==> config.mk <==
export PLATFORM = sky130hd
export DESIGN_NAME = dual_wheel_pid_drive_unit
export DESIGN_NICKNAME = d
export VERILOG_FILES = /design/src/design/dwpd_pkg.sv /design/src/design/dwpd_useq.sv /design/src/design/dwpd_datapath.sv /design/src/design/dual_wheel_pid_drive_unit.sv
export SDC_FILE = /design/constraint.sdc
export NUM_CORES = 2
export LEC_CHECK = 0
export BUFFER_PORTS_ARGS = -buffer_cell sky130_fd_sc_hd__buf_2
export CAP_MARGIN = 0
export CELL_PAD_IN_SITES_DETAIL_PLACEMENT = 0
export CELL_PAD_IN_SITES_GLOBAL_PLACEMENT = 1
export CORE_ASPECT_RATIO = 1.75
export CORE_MARGIN = 10
export CORE_UTILIZATION = 55
export DETAILED_ROUTE_END_ITERATION = 8
export MAX_ROUTING_LAYER = met4
export PLACE_DENSITY = 0.93
export REMOVE_ABC_BUFFERS = 1
export SETUP_SLACK_MARGIN = 0.02
export SLEW_MARGIN = 20
export SYNTH_ARGS = -nofsm -noshare
export SYNTH_HDL_FRONTEND = slang
export SYNTH_SLANG_ARGS = --single-unit
==> constraint.sdc <==
create_clock -name aclk -period 22.9 [get_ports aclk]
set_input_delay 4.58 -clock aclk [delete_from_list [all_inputs] [get_ports aclk]]
set_output_delay 4.58 -clock aclk [all_outputs]
set_load 0.01 [all_outputs]
==> src/design/dwpd_pkg.sv <==
// dwpd_pkg: shared types, widths, register indexes and microcode encoding
// for the dual wheel pid drive unit
// no dependencies
package dwpd_pkg;

    function automatic int max2(input int a, input int b);
        return (a > b) ? a : b;
    endfunction

    // sizing
    localparam int COUNT_BITS = 10;
    localparam int ACCUM_BITS = 24;

    localparam int ERR_W     = COUNT_BITS + 1;
    localparam int DIFF_W    = COUNT_BITS + 2;
    localparam int DB_W      = 8;
    localparam int MAG_W     = max2(ERR_W, DB_W);
    localparam int GAIN_W    = 16;
    localparam int DUTY_W    = 14;
    localparam int DRIVE_W   = 15;
    localparam int FRAC_BITS = 16;
    localparam int ONE_Q16   = 65536;
    localparam int UNIT_W    = FRAC_BITS + 1;

    // shared multiplier and accumulator
    localparam int MA_W   = GAIN_W + 1;
    localparam int MB_W   = max2(max2(ACCUM_BITS, DIFF_W), UNIT_W + 2);
    localparam int PROD_W = MA_W + MB_W;
    localparam int SUM_W  = PROD_W + 2;
    localparam int SAT_W  = max2(ACCUM_BITS, ERR_W) + 1;

    localparam logic signed [SAT_W-1:0] ACC_HI =
        {{(SAT_W - ACCUM_BITS + 1){1'b0}}, {(ACCUM_BITS - 1){1'b1}}};
    localparam logic signed [SAT_W-1:0] ACC_LO = ~ACC_HI;

    // configuration port
    localparam int CFG_IDX_W  = 3;
    localparam int CFG_DATA_W = 16;

    localparam logic [CFG_IDX_W-1:0] REG_TARGET_COUNT = 3'd0;
    localparam logic [CFG_IDX_W-1:0] REG_DEADBAND     = 3'd1;
    localparam logic [CFG_IDX_W-1:0] REG_GAIN_P       = 3'd2;
    localparam logic [CFG_IDX_W-1:0] REG_GAIN_I       = 3'd3;
    localparam logic [CFG_IDX_W-1:0] REG_GAIN_D       = 3'd4;
    localparam logic [CFG_IDX_W-1:0] REG_BASE_DUTY    = 3'd5;

    localparam logic [COUNT_BITS-1:0] RST_TARGET_COUNT = COUNT_BITS'(50);
    localparam logic [DB_W-1:0]       RST_DEADBAND     = 8'd3;
    localparam logic [GAIN_W-1:0]     RST_GAIN_P       = 16'd1966;
    localparam logic [GAIN_W-1:0]     RST_GAIN_I       = 16'd328;
    localparam logic [GAIN_W-1:0]     RST_GAIN_D       = 16'd9830;
    localparam logic [DUTY_W-1:0]     RST_BASE_DUTY    = 14'd6000;

    // microcode encoding
    localparam int UPC_W = 4;
    localparam logic [UPC_W-1:0] UPC_LAST = 4'd13;

    localparam logic [1:0] MUL_P     = 2'd0;
    localparam logic [1:0] MUL_D     = 2'd1;
    localparam logic [1:0] MUL_I     = 2'd2;
    localparam logic [1:0] MUL_DRIVE = 2'd3;

    localparam logic [1:0] ACC_NONE  = 2'd0;
    localparam logic [1:0] ACC_CLAMP = 2'd1;
    localparam logic [1:0] ACC_ADD   = 2'd2;

    typedef struct packed {
        logic       side;
        logic [1:0] mul_sel;
        logic       mul_en;
        logic [1:0] acc_op;
        logic       commit;
        logic       skip_if_hold;
        logic       last;
    } uop_t;

    typedef struct packed {
        logic run;
        uop_t uop;
    } seq_ctrl_t;

    typedef struct packed {
        logic               adjust_now;
        logic               adjusted;
        logic [DRIVE_W-1:0] left_drive;
        logic [DRIVE_W-1:0] right_drive;
    } dp_stat_t;

    typedef struct packed {
        logic [COUNT_BITS-1:0] target_count;
        logic [DB_W-1:0]       deadband;
        logic [GAIN_W-1:0]     gain_p;
        logic [GAIN_W-1:0]     gain_i;
        logic [GAIN_W-1:0]     gain_d;
        logic [DUTY_W-1:0]     base_duty;
    } cfg_t;

    typedef struct packed {
        logic [COUNT_BITS-1:0] left_ticks;
        logic [COUNT_BITS-1:0] right_ticks;
    } in_beat_t;

    typedef struct packed {
        logic [DRIVE_W-1:0] left_drive;
        logic [DRIVE_W-1:0] right_drive;
        logic               adjusted;
    } out_beat_t;

    // clamp a q16 value to [0, 1.0]
    function automatic logic [UNIT_W-1:0] clamp_unit(input logic signed [SUM_W-1:0] v);
        logic signed [SUM_W-1:0] one;
        one = SUM_W'(ONE_Q16);
        if (v < 0) begin
            return '0;
        end else if (v > one) begin
            return UNIT_W'(ONE_Q16);
        end else begin
            return v[UNIT_W-1:0];
        end
    endfunction

endpackage

==> src/design/dwpd_useq.sv <==
// dwpd_useq: microcode sequencer, program rom plus step counter
// depends on dwpd_pkg
module dwpd_useq (
    input  logic                aclk,
    input  logic                aresetn,
    input  logic                start,
    input  logic                adjust_now,
    input  logic                out_free,
    output dwpd_pkg::seq_ctrl_t ctrl
);

    function automatic dwpd_pkg::uop_t mk(
        input logic       side,
        input logic [1:0] mul_sel,
        input logic       mul_en,
        input logic [1:0] acc_op,
        input logic       commit,
        input logic       skip_if_hold,
        input logic       last
    );
        dwpd_pkg::uop_t u;
        u.side         = side;
        u.mul_sel      = mul_sel;
        u.mul_en       = mul_en;
        u.acc_op       = acc_op;
        u.commit       = commit;
        u.skip_if_hold = skip_if_hold;
        u.last         = last;
        return u;
    endfunction

    // per side: p, clamp p / d, add d / i, add i, drive multiply, commit
    function automatic dwpd_pkg::uop_t rom(input logic [dwpd_pkg::UPC_W-1:0] a);
        dwpd_pkg::uop_t u;
        unique case (a)
            4'd0:  u = mk(1'b0, dwpd_pkg::MUL_P, 1'b0, dwpd_pkg::ACC_NONE, 1'b0, 1'b1, 1'b0);
            4'd1:  u = mk(1'b0, dwpd_pkg::MUL_P, 1'b1, dwpd_pkg::ACC_NONE, 1'b0, 1'b0, 1'b0);
            4'd2:  u = mk(1'b0, dwpd_pkg::MUL_D, 1'b1, dwpd_pkg::ACC_CLAMP, 1'b0, 1'b0, 1'b0);
            4'd3:  u = mk(1'b0, dwpd_pkg::MUL_I, 1'b1, dwpd_pkg::ACC_ADD, 1'b0, 1'b0, 1'b0);
            4'd4:  u = mk(1'b0, dwpd_pkg::MUL_I, 1'b0, dwpd_pkg::ACC_ADD, 1'b0, 1'b0, 1'b0);
            4'd5:  u = mk(1'b0, dwpd_pkg::MUL_DRIVE, 1'b1, dwpd_pkg::ACC_NONE, 1'b0, 1'b0, 1'b0);
            4'd6:  u = mk(1'b0, dwpd_pkg::MUL_P, 1'b0, dwpd_pkg::ACC_NONE, 1'b1, 1'b0, 1'b0);
            4'd7:  u = mk(1'b1, dwpd_pkg::MUL_P, 1'b1, dwpd_pkg::ACC_NONE, 1'b0, 1'b0, 1'b0);
            4'd8:  u = mk(1'b1, dwpd_pkg::MUL_D, 1'b1, dwpd_pkg::ACC_CLAMP, 1'b0, 1'b0, 1'b0);
            4'd9:  u = mk(1'b1, dwpd_pkg::MUL_I, 1'b1, dwpd_pkg::ACC_ADD, 1'b0, 1'b0, 1'b0);
            4'd10: u = mk(1'b1, dwpd_pkg::MUL_I, 1'b0, dwpd_pkg::ACC_ADD, 1'b0, 1'b0, 1'b0);
            4'd11: u = mk(1'b1, dwpd_pkg::MUL_DRIVE, 1'b1, dwpd_pkg::ACC_NONE, 1'b0, 1'b0, 1'b0);
            4'd12: u = mk(1'b1, dwpd_pkg::MUL_P, 1'b0, dwpd_pkg::ACC_NONE, 1'b1, 1'b0, 1'b0);
            4'd13: u = mk(1'b0, dwpd_pkg::MUL_P, 1'b0, dwpd_pkg::ACC_NONE, 1'b0, 1'b0, 1'b1);
            default: u = '0;
        endcase
        return u;
    endfunction

    logic                      busy_reg, busy_next;
    logic [dwpd_pkg::UPC_W-1:0] upc_reg, upc_next;
    dwpd_pkg::uop_t            uop;

    assign uop       = rom(upc_reg);
    assign ctrl.run  = busy_reg;
    assign ctrl.uop  = uop;

    always_comb begin
        busy_next = busy_reg;
        upc_next  = upc_reg;
        if (!busy_reg) begin
            if (start) begin
                busy_next = 1'b1;
                upc_next  = '0;
            end
        end else if (uop.last) begin
            if (out_free) begin
                busy_next = 1'b0;
            end
        end else if (uop.skip_if_hold && !adjust_now) begin
            upc_next = dwpd_pkg::UPC_LAST;
        end else begin
            upc_next = upc_reg + 1'b1;
        end
    end

    always_ff @(posedge aclk) begin
        if (!aresetn) begin
            busy_reg <= 1'b0;
            upc_reg  <= '0;
        end else begin
            busy_reg <= busy_next;
            upc_reg  <= upc_next;
        end
    end

endmodule

==> src/design/dwpd_datapath.sv <==
// dwpd_datapath: error terms, shared multiplier, accumulator and per side state
// depends on dwpd_pkg
module dwpd_datapath (
    input  logic                aclk,
    input  logic                aresetn,
    input  logic                load,
    input  dwpd_pkg::in_beat_t  in_beat,
    input  dwpd_pkg::cfg_t      cfg,
    input  dwpd_pkg::seq_ctrl_t ctrl,
    output dwpd_pkg::dp_stat_t  stat
);

    logic [dwpd_pkg::COUNT_BITS-1:0] left_ticks_reg, right_ticks_reg;
    logic                            adjust_reg;
    logic signed [dwpd_pkg::PROD_W-1:0] prod_reg, prod_next;
    logic signed [dwpd_pkg::SUM_W-1:0]  acc_reg, acc_next;

    logic signed [dwpd_pkg::ERR_W-1:0]      prev_l_reg, prev_r_reg;
    logic signed [dwpd_pkg::ACCUM_BITS-1:0] total_l_reg, total_r_reg, total_next;
    logic [dwpd_pkg::DRIVE_W-1:0]           held_l_reg, held_r_reg;

    logic signed [dwpd_pkg::ERR_W-1:0]      err_l, err_r, err_sel, prev_sel;
    logic signed [dwpd_pkg::ERR_W-1:0]      neg_l, neg_r;
    logic [dwpd_pkg::MAG_W-1:0]             mag_l, mag_r;
    logic signed [dwpd_pkg::ACCUM_BITS-1:0] total_sel;
    logic signed [dwpd_pkg::DIFF_W-1:0]     diff;
    logic signed [dwpd_pkg::SAT_W-1:0]      total_wide;
    logic [dwpd_pkg::UNIT_W:0]              unit_sum;
    logic signed [dwpd_pkg::MA_W-1:0]       mul_a;
    logic signed [dwpd_pkg::MB_W-1:0]       mul_b;
    logic                                   active;

    assign active = ctrl.run;

    // errors, target minus count
    assign err_l = $signed({1'b0, cfg.target_count}) - $signed({1'b0, left_ticks_reg});
    assign err_r = $signed({1'b0, cfg.target_count}) - $signed({1'b0, right_ticks_reg});
    assign neg_l = -err_l;
    assign neg_r = -err_r;
    assign mag_l = err_l[dwpd_pkg::ERR_W-1] ? dwpd_pkg::MAG_W'(unsigned'(neg_l))
                                            : dwpd_pkg::MAG_W'(unsigned'(err_l));
    assign mag_r = err_r[dwpd_pkg::ERR_W-1] ? dwpd_pkg::MAG_W'(unsigned'(neg_r))
                                            : dwpd_pkg::MAG_W'(unsigned'(err_r));

    assign stat.adjust_now  = (mag_l > dwpd_pkg::MAG_W'(cfg.deadband))
                           || (mag_r > dwpd_pkg::MAG_W'(cfg.deadband));
    assign stat.adjusted    = adjust_reg;
    assign stat.left_drive  = held_l_reg;
    assign stat.right_drive = held_r_reg;

    // side select
    assign err_sel   = ctrl.uop.side ? err_r : err_l;
    assign prev_sel  = ctrl.uop.side ? prev_r_reg : prev_l_reg;
    assign total_sel = ctrl.uop.side ? total_r_reg : total_l_reg;
    assign diff      = dwpd_pkg::DIFF_W'(err_sel) - dwpd_pkg::DIFF_W'(prev_sel);

    assign unit_sum = (dwpd_pkg::UNIT_W + 1)'(dwpd_pkg::ONE_Q16)
                    + {1'b0, dwpd_pkg::clamp_unit(acc_reg)};

    // operand select for the shared multiplier
    always_comb begin
        unique case (ctrl.uop.mul_sel)
            dwpd_pkg::MUL_P: begin
                mul_a = dwpd_pkg::MA_W'(cfg.gain_p);
                mul_b = dwpd_pkg::MB_W'(err_sel);
            end
            dwpd_pkg::MUL_D: begin
                mul_a = dwpd_pkg::MA_W'(cfg.gain_d);
                mul_b = dwpd_pkg::MB_W'(diff);
            end
            dwpd_pkg::MUL_I: begin
                mul_a = dwpd_pkg::MA_W'(cfg.gain_i);
                mul_b = dwpd_pkg::MB_W'(total_sel);
            end
            dwpd_pkg::MUL_DRIVE: begin
                mul_a = dwpd_pkg::MA_W'(cfg.base_duty);
                mul_b = dwpd_pkg::MB_W'(unit_sum);
            end
            default: begin
                mul_a = '0;
                mul_b = '0;
            end
        endcase
    end

    assign prod_next = mul_a * mul_b;

    always_comb begin
        unique case (ctrl.uop.acc_op)
            dwpd_pkg::ACC_CLAMP:
                acc_next = dwpd_pkg::SUM_W'(dwpd_pkg::clamp_unit(dwpd_pkg::SUM_W'(prod_reg)));
            dwpd_pkg::ACC_ADD:
                acc_next = acc_reg + dwpd_pkg::SUM_W'(prod_reg);
            default:
                acc_next = acc_reg;
        endcase
    end

    // saturating error total
    always_comb begin
        total_wide = dwpd_pkg::SAT_W'(total_sel) + dwpd_pkg::SAT_W'(err_sel);
        if (total_wide > dwpd_pkg::ACC_HI) begin
            total_next = dwpd_pkg::ACCUM_BITS'(dwpd_pkg::ACC_HI);
        end else if (total_wide < dwpd_pkg::ACC_LO) begin
            total_next = dwpd_pkg::ACCUM_BITS'(dwpd_pkg::ACC_LO);
        end else begin
            total_next = total_wide[dwpd_pkg::ACCUM_BITS-1:0];
        end
    end

    // payload and scratch registers
    always_ff @(posedge aclk) begin
        if (load) begin
            left_ticks_reg  <= in_beat.left_ticks;
            right_ticks_reg <= in_beat.right_ticks;
        end
        if (active && ctrl.uop.mul_en) begin
            prod_reg <= prod_next;
        end
        if (active) begin
            acc_reg <= acc_next;
        end
    end

    // controller state
    always_ff @(posedge aclk) begin
        if (!aresetn) begin
            adjust_reg  <= 1'b0;
            prev_l_reg  <= '0;
            prev_r_reg  <= '0;
            total_l_reg <= '0;
            total_r_reg <= '0;
            held_l_reg  <= '0;
            held_r_reg  <= '0;
        end else if (active) begin
            if (ctrl.uop.skip_if_hold) begin
                adjust_reg <= stat.adjust_now;
            end
            if (ctrl.uop.commit) begin
                if (ctrl.uop.side) begin
                    held_r_reg  <= prod_reg[dwpd_pkg::FRAC_BITS+dwpd_pkg::DRIVE_W-1:
                                            dwpd_pkg::FRAC_BITS];
                    prev_r_reg  <= err_sel;
                    total_r_reg <= total_next;
                end else begin
                    held_l_reg  <= prod_reg[dwpd_pkg::FRAC_BITS+dwpd_pkg::DRIVE_W-1:
                                            dwpd_pkg::FRAC_BITS];
                    prev_l_reg  <= err_sel;
                    total_l_reg <= total_next;
                end
            end
        end
    end

endmodule

==> src/design/dual_wheel_pid_drive_unit.sv <==
// operation: the drives are recomputed only when an error lies outside the deadband;
// when both errors sit inside it the microprogram skips to its final step
// a beat is taken only once the previous result is in the output register, since the
// 14 step microprogram runs all products through one shared multiplier
// reset: synchronous active low aresetn; config registers take their defaults and all
// controller state (previous errors, totals, held drives) clears to zero
module dual_wheel_pid_drive_unit (
    input  logic                               aclk,
    input  logic                               aresetn,
    input  logic                               s_valid,
    output logic                               s_ready,
    input  dwpd_pkg::in_beat_t                 s_data,
    output logic                               m_valid,
    input  logic                               m_ready,
    output dwpd_pkg::out_beat_t                m_data,
    input  logic                               cfg_valid,
    output logic                               cfg_ready,
    input  logic [dwpd_pkg::CFG_IDX_W-1:0]     cfg_index,
    input  logic [dwpd_pkg::CFG_DATA_W-1:0]    cfg_data
);

    dwpd_pkg::cfg_t      cfg_reg;
    dwpd_pkg::seq_ctrl_t ctrl;
    dwpd_pkg::dp_stat_t  stat;
    dwpd_pkg::out_beat_t m_data_reg;
    logic                m_valid_reg;
    logic                in_fire, out_free, out_load;

    // one beat in flight; the output register frees the sequencer early
    assign s_ready   = !ctrl.run;
    assign in_fire   = s_valid && s_ready;
    assign out_free  = !m_valid_reg || m_ready;
    assign out_load  = ctrl.run && ctrl.uop.last && out_free;
    assign cfg_ready = 1'b1;

    assign m_valid = m_valid_reg;
    assign m_data  = m_data_reg;

    // configuration registers; unknown indexes are dropped
    always_ff @(posedge aclk) begin
        if (!aresetn) begin
            cfg_reg.target_count <= dwpd_pkg::RST_TARGET_COUNT;
            cfg_reg.deadband     <= dwpd_pkg::RST_DEADBAND;
            cfg_reg.gain_p       <= dwpd_pkg::RST_GAIN_P;
            cfg_reg.gain_i       <= dwpd_pkg::RST_GAIN_I;
            cfg_reg.gain_d       <= dwpd_pkg::RST_GAIN_D;
            cfg_reg.base_duty    <= dwpd_pkg::RST_BASE_DUTY;
        end else if (cfg_valid && cfg_ready) begin
            unique case (cfg_index)
                dwpd_pkg::REG_TARGET_COUNT:
                    cfg_reg.target_count <= cfg_data[dwpd_pkg::COUNT_BITS-1:0];
                dwpd_pkg::REG_DEADBAND:  cfg_reg.deadband  <= cfg_data[dwpd_pkg::DB_W-1:0];
                dwpd_pkg::REG_GAIN_P:    cfg_reg.gain_p    <= cfg_data[dwpd_pkg::GAIN_W-1:0];
                dwpd_pkg::REG_GAIN_I:    cfg_reg.gain_i    <= cfg_data[dwpd_pkg::GAIN_W-1:0];
                dwpd_pkg::REG_GAIN_D:    cfg_reg.gain_d    <= cfg_data[dwpd_pkg::GAIN_W-1:0];
                dwpd_pkg::REG_BASE_DUTY: cfg_reg.base_duty <= cfg_data[dwpd_pkg::DUTY_W-1:0];
                default: ;
            endcase
        end
    end

    // step counter and program rom
    dwpd_useq u_useq (
        .aclk       (aclk),
        .aresetn    (aresetn),
        .start      (in_fire),
        .adjust_now (stat.adjust_now),
        .out_free   (out_free),
        .ctrl       (ctrl)
    );

    // arithmetic and controller state
    dwpd_datapath u_datapath (
        .aclk    (aclk),
        .aresetn (aresetn),
        .load    (in_fire),
        .in_beat (s_data),
        .cfg     (cfg_reg),
        .ctrl    (ctrl),
        .stat    (stat)
    );

    // result register: payload has no reset
    always_ff @(posedge aclk) begin
        if (out_load) begin
            m_data_reg.left_drive  <= stat.left_drive;
            m_data_reg.right_drive <= stat.right_drive;
            m_data_reg.adjusted    <= stat.adjusted;
        end
    end

    always_ff @(posedge aclk) begin
        if (!aresetn) begin
            m_valid_reg <= 1'b0;
        end else if (out_load) begin
            m_valid_reg <= 1'b1;
        end else if (m_ready) begin
            m_valid_reg <= 1'b0;
        end
    end

`ifndef SYNTH
    // an accepted beat closes the input until its result is out
    a_busy_after_accept: assert property (@(posedge aclk) disable iff (!aresetn)
        (s_valid && s_ready) |=> !s_ready)
        else $error("input accepted again while sequencer busy");

    // a result beat appears only from the final microcode step
    a_result_from_last: assert property (@(posedge aclk) disable iff (!aresetn)
        $rose(m_valid) |-> $past(ctrl.run && ctrl.uop.last))
        else $error("result beat raised outside final step");

    // a taken result with nothing behind it empties the output register
    a_drain: assert property (@(posedge aclk) disable iff (!aresetn)
        (m_valid && m_ready && !out_load) |=> !m_valid)
        else $error("result beat repeated");
`endif

endmodule

==> After elaboration in Yosys (flattened, before gate mapping) <==
Memory sizes are Yosys's and may differ from the RTL's. A register that Yosys moved wholly into a read port is not among the register bits.
Cells that the tools add are included.
Widths: inputs -> output; s select.
{ "totals": {"ff_bits": 322, "romBits": 144, "inputBits": 44, "output_inout_bits": 34, "elab_cells": 106, "memories": 1} }
{ "memory_table": {"columns": ["name", "words", "word_bits", "read_ports", "rd_clocked_by_memory_dff", "wr", "line", "text"], "rows": [
  ["(name not given)", 16, 9, 1, 1, 0, "dwpd_useq.sv:35", "unique case (a)"]
]} }
{ "op_classes": {"n_addsub": 9, "n_mul": 1, "magnitude_cmp": 8, "eq_ne": 11, "muxes": 26, "n_bitwise": 1, "n_reduce_logical": 26} }
{ "op_table": {"columns": ["cell", "count"], "rows": [
  ["$pmux 24 s4", 1],
  ["$pmux 43 s2", 1],
  ["$mux 24", 3],
  ["$mux 17", 4],
  ["$pmux 17 s4", 1],
  ["$mux 11", 4],
  ["$add 43x41->43", 1],
  ["$gt 43x18->1 const B", 1],
  ["$lt 43x1->1 const B", 1],
  ["$gt 41x18->1 const B", 1],
  ["$lt 41x1->1 const B", 1],
  ["$mul 17x24->41", 1],
  ["$add 24x11->25", 1],
  ["$gt 25x24->1 const B", 1],
  ["$lt 25x24->1 const B", 1],
  ["$mux 4", 6],
  ["$gt 11x8->1", 2],
  ["$neg 11->11", 2],
  ["$sub 10x10->11", 2],
  ["$add 17x17->18 const A", 1],
  ["$reduce_and 2->1", 9],
  ["$sub 11x11->12", 1],
  ["$eq 2x2->1 const B", 3],
  ["$eq 3x2->1 const B", 2],
  ["14 further kinds", 31]
]} }

==> Longest topological paths before layout <==
{ "depth": {"word_depth": 12, "mapped_depth": 47} }

==> Hierarchy <==
Synthesis repeated with hierarchy kept, for this count alone.
{ "unflattened": {"cells_unflattened": 3611, "hier_area_um2": 32775.2} }
{ "modules_own_cells": {"columns": ["mod", "n_inst", "cells_each", "area_each_um2"], "rows": [
  ["dwpd_datapath", 1, 3187, 27850.5],
  ["dual_wheel_pid_drive_unit", 1, 339, 4100.2],
  ["dwpd_useq", 1, 85, 824.5]
]} }

==> Worst setup path before layout <==
Ideal clock, no wire load.
{ "synth_path": {"kind": "reg2reg", "start": "reg, netlist name u_useq.uop[8]", "end": "reg u_datapath.prod_reg[40] (netlist bit) (data pin)", "setup_time_ps": 260, "arrival_time_ps": 11385, "required_time_ps": 22640, "setup_slack_ps": 11255, "stages_incl_launch_ff": 45, "path_buffers": 7, "period_less_slack_ps": 11645, "path_cell_list": "dfxtp_1 buf_2 buf_1 clkbuf_1 clkbuf_1 buf_1 buf_2 mux2i_1 inv_1 ha_1 nor2b_1 o21ai_0 nand2b_1 a21oi_1 o21ai_0 a221oi_1 nor3b_1 o41ai_1 [... 9 more ...] fa_1 inv_1 fa_1 inv_1 ha_1 clkbuf_1 and4_1 nand4_1 nand2b_1 a211oi_1 o31a_1 a41o_1 a21o_1 o311a_1 o41a_1 a211o_1 a21oi_1 xnor2_1"} }
{ "synth_between": {"elab_chain_cells": 4} }
{ "synth_lines": {"columns": ["element", "line", "text"], "rows": [
  ["$mux 11 *", "dwpd_datapath.sv:52", "assign err_sel = ctrl.uop.side ? err_r : err_l;"],
  ["named net u_datapath.err_sel, one bit", "dwpd_datapath.sv:22", "logic signed [dwpd_pkg::ERR_W-1:0] err_l, err_r, err_sel, prev_sel;"],
  ["$sub 11x11->12", "dwpd_datapath.sv:55", "assign diff = dwpd_pkg::DIFF_W'(err_sel) - dwpd_pkg::DIFF_W'(prev_sel);"],
  ["$pmux 24 s4 *", "dwpd_datapath.sv:62", "unique case (ctrl.uop.mul_sel)"],
  ["$mul 17x24->41 *", "dwpd_datapath.sv:86", "assign prod_next = mul_a * mul_b;"],
  ["named net u_datapath.prod_next, one bit", "dwpd_datapath.sv:15", "logic signed [dwpd_pkg::PROD_W-1:0] prod_reg, prod_next;"],
  ["to (signal assigned)", "dwpd_datapath.sv:118", "prod_reg <= prod_next;"],
  ["to (decl)", "dwpd_datapath.sv:15", null]
]} }
The timed path passes the listed nets; every way through them passes the cells marked *.
A chain may end at the register's enable or synchronous reset.

==> Final worst setup path <==
{ "layout_path": {"start": "reg cfg_reg[70] (netlist bit)", "end": "reg u_datapath.prod_reg[40] (netlist bit) (data pin)"} }
{ "layout_between": {"elab_chain_cells": 5} }
{ "layout_lines": {"columns": ["element", "line", "text"], "rows": [
  ["from (decl)", "dual_wheel_pid_drive_unit.sv:22", "dwpd_pkg::cfg_t cfg_reg;"],
  ["$sub 10x10->11, on equally long branches", "dwpd_datapath.sv:36, dwpd_datapath.sv:37", null],
  ["$mux 11 *", "dwpd_datapath.sv:52", null],
  ["named net u_datapath.err_sel, one bit", "dwpd_datapath.sv:22", null],
  ["$sub 11x11->12", "dwpd_datapath.sv:55", null],
  ["$pmux 24 s4 *", "dwpd_datapath.sv:62", null],
  ["$mul 17x24->41 *", "dwpd_datapath.sv:86", null],
  ["named net u_datapath.prod_next, one bit", "dwpd_datapath.sv:15", null]
]} }
Marked as above.

==> impl_metrics.json <==
{
  "status": "completed",
  "tightest_slew_ns": 1.106,
  "grt_overflow": 0,
  "antenna_found_initial": 2,
  "wl_per_cell_um": 22.21,
  "synth_warnings": 0,
  "fin_skew_ns": 0.03465,
  "placed_cell_area_mm2": 0.03420,
  "hp-class": "reg -> reg",
  "grtUsageTotal": 0.2964,
  "holdPathStages": 0,
  "synth_edf_count": 135,
  "remaining_drc_errors": 0,
  "ctsResizeCount": 0,
  "ys_seq_elements": 331,
  "synth-seq-area-share": 0.2415,
  "clk_pin_slew_ns": 0.07,
  "port-buffer-count": 76,
  "drt-pass1-iter-count": 6,
  "crit_type": "reg -> reg",
  "area_delta_synth_final_pct": 7.139,
  "synth_cell_type_count": 88,
  "slew_headroom": 0.2551,
  "synth-main-ff-cell": "dfxtp_1",
  "cts_tree": "yes",
  "crit_arrival_ns": 12.52,
  "finalCritPeriodShare": 0.5330,
  "rr_worst_depth": 38,
  "cts.path.max_buffers": 3,
  "ctsHoldBuffers": 0,
  "regArea_mm2": 0.007981,
  "cts_htree_levels": 2,
  "grt_pass1_vias": 28360,
  "fill_cells": 5341,
  "multi_input_area_mm2": 0.02250,
  "maxSlewViolCount": 0,
  "grt_max_degree": 87,
  "drt_iter0_drc": 1756,
  "syn_area_mm2": 0.03304,
  "place_congestion": 0.9906,
  "finalNetCount": 4355,
  "slowest_delay_ns": 0.80,
  "synth_area_per_cell_um2": 8.922,
  "layout.cells.most_common_list": "inv_1 (551), nand2_1 (523), fa_1 (382)",
  "die_h_um": 344.2,
  "die_area_mm2": 0.07066,
  "worst_setup_path_start_kind": "flip-flop",
  "layout.cells.most_common": "inv_1",
  "worstPathRequired_ns": 23.22,
  "rows": 118,
  "crit_path_top_delay_cell": "a211oi_2",
  "post-place-ws_ns": 10.73,
  "crit_fanout": 17,
  "totalWireLength_mm": 100.4,
  "chipWidth_um": 205.3,
  "layout_setup_ws_ns": 10.70,
  "final_cell_area_mm2": 0.03540,
  "netlist_instances": 3703,
  "viasPerCell": 5.937,
  "fin_setup_tns_ns": 0,
  "drive_gt1_frac": 0.07353,
  "largest_reg_flops": 80,
  "synthArstFlopShare": 0,
  "antenna_left": 0,
  "min_period_ns": 12.20,
  "core-area_mm2": 0.05935,
  "cts_buffers": 34,
  "worst_hold_slack_ns": 0.4305,
  "rsz0062_at_grt": "false",
  "maxCapViolations": 0,
  "reg2reg_setup_slack_ns": 10.70,
  "setup_viol": 0,
  "crit_path_end_kind": "flip-flop",
  "dp_hpwl_mm": 78.38,
  "cts-root-buf": "clkbuf_16",
  "fmax_mhz": 81.93,
  "hold_violations": 0,
  "ios": 78,
  "path_common_cell": "fa_1",
  "cts.sinks": 331,
  "post_cts_buffers": 0,
  "grt_pass1_wl_mm": 156.7,
  "clock_latency_ns": 0.58,
  "start_util": 0.5567,
  "dr_total_vias": 26840
}
## metal layers
layer / vias up / track usage / share of wire
li1: 12220 / - / -
met1: 13200 / 0.2844 / 0.33
met2: 963 / 0.5298 / 0.53
met3: 455 / 0.03213 / 0.045
met4: 0 / 0.2380 / 0.096
met5: - / - / 0
## cell usage after synthesis (8+ instances only)
cell type / n / area share
a41oi_1: 8 / 0.0021
fa_1: 382 / 0.23
nor3b_1: 11 / 0.0025
nor2b_1: 47 / 0.0089
mux2i_1: 34 / 0.010
o21a_1: 33 / 0.0075
or3_1: 8 / 0.0015
dfxtp_1: 196 / 0.12
mux2_2: 32 / 0.011
and2_1: 53 / 0.010
o211ai_1: 12 / 0.0027
o21ai_0: 116 / 0.018
o21bai_1: 15 / 0.0034
nor4_1: 24 / 0.0045
nand4_1: 26 / 0.0049
nand2b_1: 28 / 0.0053
buf_1: 17 / 0.0019
edfxtp_1: 135 / 0.12
a211oi_1: 14 / 0.0032
o31ai_1: 14 / 0.0032
nor2_1: 262 / 0.030
and3_1: 21 / 0.0040
xor2_1: 38 / 0.010
a211o_1: 8 / 0.0021
a31oi_1: 14 / 0.0027
or2_2: 18 / 0.0034
nor3_1: 37 / 0.0056
a22oi_1: 9 / 0.0020
a22o_1: 27 / 0.0072
a21o_1: 70 / 0.016
inv_1: 551 / 0.063
clkbuf_1: 115 / 0.013
nand3_1: 115 / 0.017
nand2_1: 523 / 0.059
ha_1: 215 / 0.081
maj3_2: 11 / 0.0037
xnor2_1: 89 / 0.024
a21boi_0: 101 / 0.023
a21oi_1: 153 / 0.023
## final timing paths
check	endpoint	start
max	u_datapath.prod_reg[40]	cfg_reg[70]
min	m_data[18]	u_datapath.held_l_reg[2]
max reg2reg	u_datapath.prod_reg[40]	cfg_reg[70]
min reg2reg	m_data[18]	u_datapath.held_l_reg[2]
## kinds of logic after synthesis
family | Yosys count | share of synthesized area
mux | 73 | 0.02571
simple gates | 1187 | 0.1610
fa+ha+maj | 612 | 0.3178
compound gates | 678 | 0.1402
flops | 331 | 0.2415
other cells | 1 | 0.0001135
xor+xnor | 128 | 0.03435
buf+inv | 693 | 0.07934
## final cells by class
cell class                      instances  share of cell area
Multi-Input combinational cell       2679              0.6355
Sequential cell                       331              0.2255
Inverter                              552             0.05853
Clock buffer                           50             0.02870
Tap cell                              780             0.02757
Timing Repair Buffer                  116             0.01930
Clock inverter                         12            0.004843
Antenna cell                            1          0.00007069
## through the flow
| stage | std cells | util |
|---|---|---|
| global placement | 4458 | 0.5763 |
| detailed placement | 4458 | 0.5763 |
| CTS | 4520 | 0.5963 |
| floorplan | 3562 | - |
| global route | 4521 | 0.5964 |
| finish | 4521 | 0.5964 |
## critical path, delay by kind of cell (launching register included)
family / cells / cell delay (ns)
compound gates: 17 / 5.51
xor+xnor: 1 / 0.08
fa+ha+maj: 10 / 4.47
buf+inv: 6 / 0.35
flops: 1 / 0.32
mux: 1 / 0.62
simple gates: 3 / 0.55
Power is left out: the tool's default activity adds up to more than one toggle a clock period on the data nets, which glitch-free logic cannot reach.
